### src/fbfa_pkg.sv
// ----------------------------------------------------------------------------
// Fixed block free list allocator package
// Operation and status codes, controller state type and the command and
// status groups that pass between the controller and the datapath.
// ----------------------------------------------------------------------------
package fbfa_pkg;

  // Operation codes carried by in_operation.
  localparam logic [1:0] OP_ALLOC = 2'd0;
  localparam logic [1:0] OP_FREE  = 2'd1;
  localparam logic [1:0] OP_RESET = 2'd2;

  // Status codes carried by out_status.
  localparam logic [1:0] STAT_OK        = 2'd0;
  localparam logic [1:0] STAT_EXHAUSTED = 2'd1;
  localparam logic [1:0] STAT_BAD_INDEX = 2'd2;

  // Configuration register indexes.
  localparam int unsigned CFG_IDX_W = 1;
  localparam logic [CFG_IDX_W-1:0] CFG_POOL_BLOCKS = 1'd0;
  localparam logic [CFG_IDX_W-1:0] CFG_BLOCK_BYTES = 1'd1;

  // Pool capacity in blocks; the index and count fields are sized for it.
  localparam int unsigned MAX_BLOCKS = 1024;

  // Register widths and limits fixed by the field definitions.
  localparam int unsigned POOL_W     = 11;
  localparam int unsigned BYTES_W    = 13;
  localparam int unsigned CFG_DATA_W = 13;
  localparam int unsigned OP_W       = 2;
  localparam int unsigned IDX_W      = 10;
  localparam int unsigned OFFSET_W   = 22;
  localparam int unsigned USED_W     = 11;
  localparam int unsigned STAT_W     = 2;
  localparam logic [BYTES_W-1:0] BYTES_MAX    = 13'd4096;
  localparam logic [POOL_W-1:0]  POOL_RESET   = 11'd1024;
  localparam logic [BYTES_W-1:0] BYTES_RESET  = 13'd16;

  // Controller states, one-hot.
  typedef enum logic [2:0] {
    ST_IDLE = 3'b001,
    ST_EXEC = 3'b010,
    ST_FIN  = 3'b100
  } state_t;

  // Commands from the controller to the datapath.
  typedef struct packed {
    logic load;  // latch the accepted input beat
    logic exec;  // decide the operation and update the pool state
    logic fin;   // finish the item and load the result register
  } dp_cmd_t;

  // Status from the datapath to the controller.
  typedef struct packed {
    logic out_blocked;  // result register holds a beat that is stalled
  } dp_stat_t;

endpackage

### src/fbfa_ctrl.sv
// ----------------------------------------------------------------------------
// Fixed block free list allocator controller
// Sequences each item through decide and finish steps and drives the input
// handshake.
// ----------------------------------------------------------------------------
module fbfa_ctrl (
  input  logic               clk,
  input  logic               rst_n,
  input  logic               in_valid,
  output logic               in_stall,
  input  fbfa_pkg::dp_stat_t dp_stat,
  output fbfa_pkg::dp_cmd_t  dp_cmd
);

  fbfa_pkg::state_t state_r;
  fbfa_pkg::state_t state_nxt;
  logic             fin_go;
  logic             accept;

  // The finish step may complete once the result register is free.
  assign fin_go   = (state_r == fbfa_pkg::ST_FIN) && !dp_stat.out_blocked;
  assign in_stall = !((state_r == fbfa_pkg::ST_IDLE) || fin_go);
  assign accept   = in_valid && !in_stall;

  // Commands to the datapath.
  assign dp_cmd.load = accept;
  assign dp_cmd.exec = (state_r == fbfa_pkg::ST_EXEC);
  assign dp_cmd.fin  = fin_go;

  // Next state.
  always_comb begin
    state_nxt = state_r;
    unique case (state_r)
      fbfa_pkg::ST_IDLE: begin
        if (accept) begin
          state_nxt = fbfa_pkg::ST_EXEC;
        end
      end
      fbfa_pkg::ST_EXEC: begin
        state_nxt = fbfa_pkg::ST_FIN;
      end
      fbfa_pkg::ST_FIN: begin
        if (fin_go) begin
          state_nxt = accept ? fbfa_pkg::ST_EXEC : fbfa_pkg::ST_IDLE;
        end
      end
      default: begin
        state_nxt = fbfa_pkg::ST_IDLE;
      end
    endcase
  end

  // State register.
  always_ff @(posedge clk) begin
    if (!rst_n) begin
      state_r <= fbfa_pkg::ST_IDLE;
    end else begin
      state_r <= state_nxt;
    end
  end

endmodule

### config.mk
export PLATFORM = sky130hd
export DESIGN_NAME = fbfa_ctrl
export DESIGN_NICKNAME = d
export VERILOG_FILES = /design/src/fbfa_pkg.sv /design/src/fbfa_ctrl.sv
export SDC_FILE = /design/constraint.sdc
export NUM_CORES = 1
export LEC_CHECK = 0
export BUFFER_PORTS_ARGS = -buffer_cell sky130_fd_sc_hd__buf_2
export CAP_MARGIN = 20
export CORE_AREA = 2 2 39 41
export CTS_CLUSTER_DIAMETER = 100
export DETAILED_ROUTE_END_ITERATION = 8
export DIE_AREA = 0 0 41 43
export PLACE_DENSITY_LB_ADDON = 0.1
export SYNTH_ARGS = -nofsm -noshare
export SYNTH_HDL_FRONTEND = slang
export SYNTH_SLANG_ARGS = --single-unit
### constraint.sdc
create_clock -name clk -period 1.23 [get_ports clk]
set_input_delay 0.123 -clock clk [delete_from_list [all_inputs] [get_ports clk]]
set_output_delay 0.123 -clock clk [all_outputs]
set_load 0.02 [all_outputs]
==> results of run 1 <==
worst max-delay path, cell delays in order (launching register included):
cell and delay [ns]:
dfxtp_4 0.35, mux2i_4 0.19, or2_1 0.23, buf_6 0.14
Yosys cell counts:
library cell,count
dfxtp_1,3
nand2b_1,3
nor4bb_1,1
or2_1,1
nor3b_1,1
mux2i_1,1
and4bb_1,1
buf_4,2
o31ai_1,1
nor3_1,2
nand3b_1,1
a21oi_1,1
nor2_1,3
layer usage:
layer  global-route usage (%)  vias up  wire length [um]
li1                         -      100                 -
met1                     7.72       94               203
met2                     8.75       10               270
met3                     3.14        0                34
met4                     10.0        0                 0
met5                        0        -                 0
kinds of logic (layout without fill, tap and decap cells):
family | after synthesis | in the layout | synth area share [%]
and+or+nand+nor | 13 | 13 | 46.2
DFF | 3 | 3 | 33.1
muxes | 1 | 1 | 5.52
buffers and inverters | 2 | 15 | 8.27
AOI/OAI and AO/OA | 2 | 2 | 6.90
power groups by stage:
stage | combinational, mW | clock [mW] | sequential [mW]
6_report | 0.0769 | 0.173 | 0.111
2_1_floorplan | 0.0353 | 0 | 0.110
5_1_grt | 0.0822 | 0.201 | 0.112
3_3_place_gp | 0.0550 | 0 | 0.111
4_1_cts | 0.0663 | 0.183 | 0.110
3_5_place_dp | 0.0538 | 0 | 0.110
per-stage QoR:
step | area [um^2] | instances | util [%] | total power, mW | setup WS (ns)
floorplan | 181 | 21 | - | 0.145 | 0.174
detailed placement | 229 | 43 | 16.5 | 0.164 | 0.163
finish | 335 | 50 | 24.2 | 0.360 | -0.0276
global placement | 229 | 43 | 16.5 | 0.165 | 0.148
global route | 335 | 50 | 24.2 | 0.395 | -0.0750
CTS | 285 | 49 | 20.6 | 0.360 | -0.0129
worst min path at each step:
stage                from    endpoint  slack, ns  cells past startpoint
detailed placement  rst_n  state_r[0]       0.36                      2
global route        rst_n  state_r[0]       0.13                      2
floorplan           rst_n  state_r[0]       0.19                      1
finish              rst_n  state_r[0]       0.13                      2
global placement    rst_n  state_r[0]       0.38                      2
CTS                 rst_n  state_r[0]       0.12                      2
area by class of cell:
| class | count | area, um^2 | area share [%] |
|---|---|---|---|
| Sequential cell | 3 | 65.1 | 19.4 |
| Tap cell | 16 | 20.0 | 5.97 |
| Clock buffer | 4 | 26.3 | 7.84 |
| Multi-Input combinational cell | 16 | 144 | 42.9 |
| Timing Repair Buffer | 11 | 80.1 | 23.9 |
repair_timing:
| action | 4_1_cts | 5_1_grt |
|---|---|---|
| cloned | 0 | 0 |
| gates resized for setup | 6 | 9 |
| pin swaps | 2 | 2 |
| buffers inserted | 2 | 1 |
| endpoints found under the setup margin | 2 | 4 |
==> flow_summary.yaml, run 1 <==
finish:
  area_growth_pct: 84.8
  layout-drive-gt1-share_pct: 61.8
  largestRegisters: "state_r x3"
  final_common_cell: "buf_4"
  mostFrequentLayoutCells: "5 x buf_4, 4 x buf_2, 3 x clkbuf_4"
  largest_reg_flops: 3
  diodes: 0
  fillerInstances: 158
  top_register: "state_r"
  nNetsFinal: 39
power:
  clockPowerShare_pct: 47.9
  vdd_drop_max_v: 0.000324
  p_int_mw: 0.265
  p_sw_share_pct: 26.3
  combinationalPowerShare_pct: 21.3
  p_switching_mw: 0.0950
  leakagePower_nw: 0.135
  pwr-share-seq_pct: 30.8
  power_density_nw_per_um2: 1070
synth:
  yosysTopAreaCellShare_pct: 33.1
  synthCells: 21
  yosys_warnings: 0
  synth-seq-cells: 3
  ys_seq_area_share_pct: 33.1
  synth_cell_types: 13
  syn_nets: 25
  yosys.area.top_type: "dfxtp_1"
  yosys-top-cells-area: "dfxtp_1 33%, nand2b_1 10%, buf_4 8.3%"
  syn_area_per_cell_um2: 8.64
  netlist_area_um2: 181
status:
  violations: "negative setup slack"
  status: "finished, violations left"
global_routing:
  grt_pass1_wl_um: 759
  gr-usage-all-layers_pct: 7.33
  grt_pass1_vias: 191
  antenna_found_initial: 0
  gr-total-overflow: 0
  grt_max_degree: 8
setup_path:
  ff2ff_path_depth: 4
  worst_r2r_endpoint: "state_r[0]"
  end_kind: "primary output"
  crit_type: "reg -> out"
  arrival_ns: 1.13
  r2r_slack_ns: 0.11
  critPathCapture: "in_stall"
  path_max_fanout: 3
  worst_setup_path_start_kind: "register"
  required_ns: 1.11
  crit_start: "state_r[2]"
  worst_r2r_startpoint: "state_r[2]"
floorplan:
  ios: 8
  die-height_um: 43
  coreArea_um2: 1380
  start_util_pct: 13.1
  dieArea_um2: 1760
  rows: 14
  die_width_um: 41
timing:
  layout_min_cycle_time_ns: 1.26
  post-route-period-util_pct: 102
  max_clock_freq_ghz: 0.795
  slew_violations: 0
  hold_violations: 0
  worst_pin_slew_ns: 0.258
  rsz0062_at_grt: "true"
  skew_ns: 0.0000584
  timing.final.ws_setup_ns: -0.0276
  setup_tns_ns: -0.0276
  whs_ns: 0.130
  relSlewSlack_pct: 82.7
  finalSetupViolations: 1
clock_network:
  clk_latency_ns: 0.23
  cts_buffers: 3
  cts_buffer_depth: 2
  cts.sinks: 3
  root_buffer: "clkbuf_4"
  cts-hold-fix-buffers: 0
  cts_tree: "done"
  path_clk_slew_ns: 0.04
  htree_levels: 1
placed_design:
  place_hpwl_um: 326
  gp_congestion: 0.664
  place.port_buffers: 7
worst_hold_path:
  hp-class: "in -> reg"
drt:
  drtPass1Iterations: 4
  via_count: 204
  drt-vias-per-instance: 4.08
  wl_um: 508
  drc_errors: 0
  ant_nets: 0
  drt_iter0_drc: 1
  wl_per_cell_um: 10.2
flow_run:
  cap_violations: 0
Note: power is estimated with default switching activity, not from simulation.
==> run 2, diff against run 1 <==
==> constraint.sdc (replaced) <==
create_clock -name clk -period 1.23 [get_ports clk]
set_input_delay 0.0615 -clock clk [delete_from_list [all_inputs] [get_ports clk]]
set_output_delay 0.0615 -clock clk [all_outputs]
set_load 0.02 [all_outputs]
==> run 2 against run 1 <==
  * The run now ends clean
  * Fmax rose by 5.0%
  * Global-route usage fell by 0.20 points
  * Final cell count fell by 6.0%
  * Sequential power barely moved
  * Clock-buffer cell count did not move
  * Flip-flop and latch count did not move
  * Design area fell by 12%
  * Critical path type unchanged
  * Critical endpoint unchanged
  * Largest cell class unchanged
  * Largest power group unchanged
==> flow_summary.yaml, run 2 (synthesis gave the netlist of run 1 again) <==
status:
  status: "finished, final reports clean"
clock_network:
  path_clk_slew_ns: 0.04
  cts.sinks: 3
  clk_latency_ns: 0.23
  cts-hold-fix-buffers: 0
  htree_levels: 1
  cts_tree: "done"
  root_buffer: "clkbuf_4"
  cts_buffer_depth: 2
  cts_buffers: 3
finish:
  top_register: "state_r"
  diodes: 0
  mostFrequentLayoutCells: "6 x buf_2, 3 x nand2b_1, 3 x clkbuf_4"
  layout.cells.non_filler: 47
  layout-drive-gt1-share_pct: 54.8
  largest_reg_flops: 3
  final_common_cell: "buf_2"
  largestRegisters: "state_r x3"
  utilization_pct: 21.3
  area_growth_pct: 62.8
  nNetsFinal: 36
global_routing:
  grt_pass1_wl_um: 779
  grt_max_degree: 8
  gr-usage-all-layers_pct: 7.13
  antenna_found_initial: 0
  gr-total-overflow: 0
  grt_pass1_vias: 203
drt:
  drt_iter0_drc: 1
  drtPass1Iterations: 2
  wl_um: 487
  drc_errors: 0
  drt-vias-per-instance: 3.89
  wl_per_cell_um: 10.4
  ant_nets: 0
  via_count: 183
floorplan:
  ios: 8
  coreArea_um2: 1380
  start_util_pct: 13.1
  rows: 14
  die-height_um: 43
  die_width_um: 41
  dieArea_um2: 1760
timing:
  skew_ns: 0.00288
  finalSetupViolations: 0
  post-route-period-util_pct: 97.3
  hold_violations: 0
  layout_min_cycle_time_ns: 1.20
  max_clock_freq_ghz: 0.835
  slew_violations: 0
  worst_pin_slew_ns: 0.232
  relSlewSlack_pct: 84.4
setup_path:
  worst_setup_path_start_kind: "register"
  end_kind: "primary output"
  arrival_ns: 1.14
  required_ns: 1.17
  path_max_fanout: 5
  crit_type: "reg -> out"
worst_hold_path:
  hp-class: "in -> reg"
placed_design:
  place.port_buffers: 7
  place_hpwl_um: 365
  place_inst: 42
  gp_congestion: 0.656
power:
  leakagePower_nw: 0.116
  vdd_drop_max_v: 0.000345
  power_density_nw_per_um2: 1180
flow_run:
  cap_violations: 0
-- run 2: critical path, stage by stage, from the launching register on --
cell and delay [ns]:
dfxtp_4 0.36, mux2i_4 0.19, or2_1 0.22, buf_6 0.13
-- run 2: path summary, 6_finish.rpt --
path                            startpoint          to  slack [ns]  cells past startpoint
worst max-delay path            state_r[2]    in_stall        0.03                      3
worst min-delay path                 rst_n  state_r[0]        0.06                      2
worst max register to register  state_r[0]  state_r[0]        0.19                      3
worst min register to register  state_r[1]  state_r[1]        0.49                      1
-- run 2: area by class of cell --
class	instances	area, um^2
fill	164	1090
multi-input combinational	16	131
sequential	3	68.8
timing repair buffer	8	48.8
clock buffer	4	26.3
tap	16	20.0
-- run 2: through the flow --
step	area, um^2	total power [mW]	hold WS [ns]	TNS (ns)	setup slack, ns
5_1_grt	295	0.369	0.0650	-0.00428	-0.00428
2_1_floorplan	181	0.145	0.133	0	0.174
3_3_place_gp	221	0.161	0.283	0	0.193
3_5_place_dp	221	0.161	0.296	0	0.180
6_report	295	0.348	0.0586	0	0.0327
4_1_cts	256	0.348	0.0503	0	0.00164
-- run 2: metal layers --
layer | up-vias | track usage (%) | wire length (um) | part of all wire (%)
li1 | 94 | - | - | -
met1 | 83 | 8.36 | 231 | 47
met2 | 6 | 9.38 | 241 | 49
met3 | 0 | 1.57 | 14 | 2.9
met4 | 0 | 8.00 | 0 | 0
met5 | - | 0 | 0 | 0
-- run 2: timing repair --
| item | CTS | global route |
|---|---|---|
| setup buffers | 0 | 1 |
| resized for setup | 4 | 8 |
| pin swaps | 0 | 1 |
| setup endpoints to repair | 2 | 4 |
-- run 2: power by group --
group	internal, mW	switching (mW)
clock	0.121	0.0490
sequential	0.102	0.00991
combinational	0.0343	0.0314
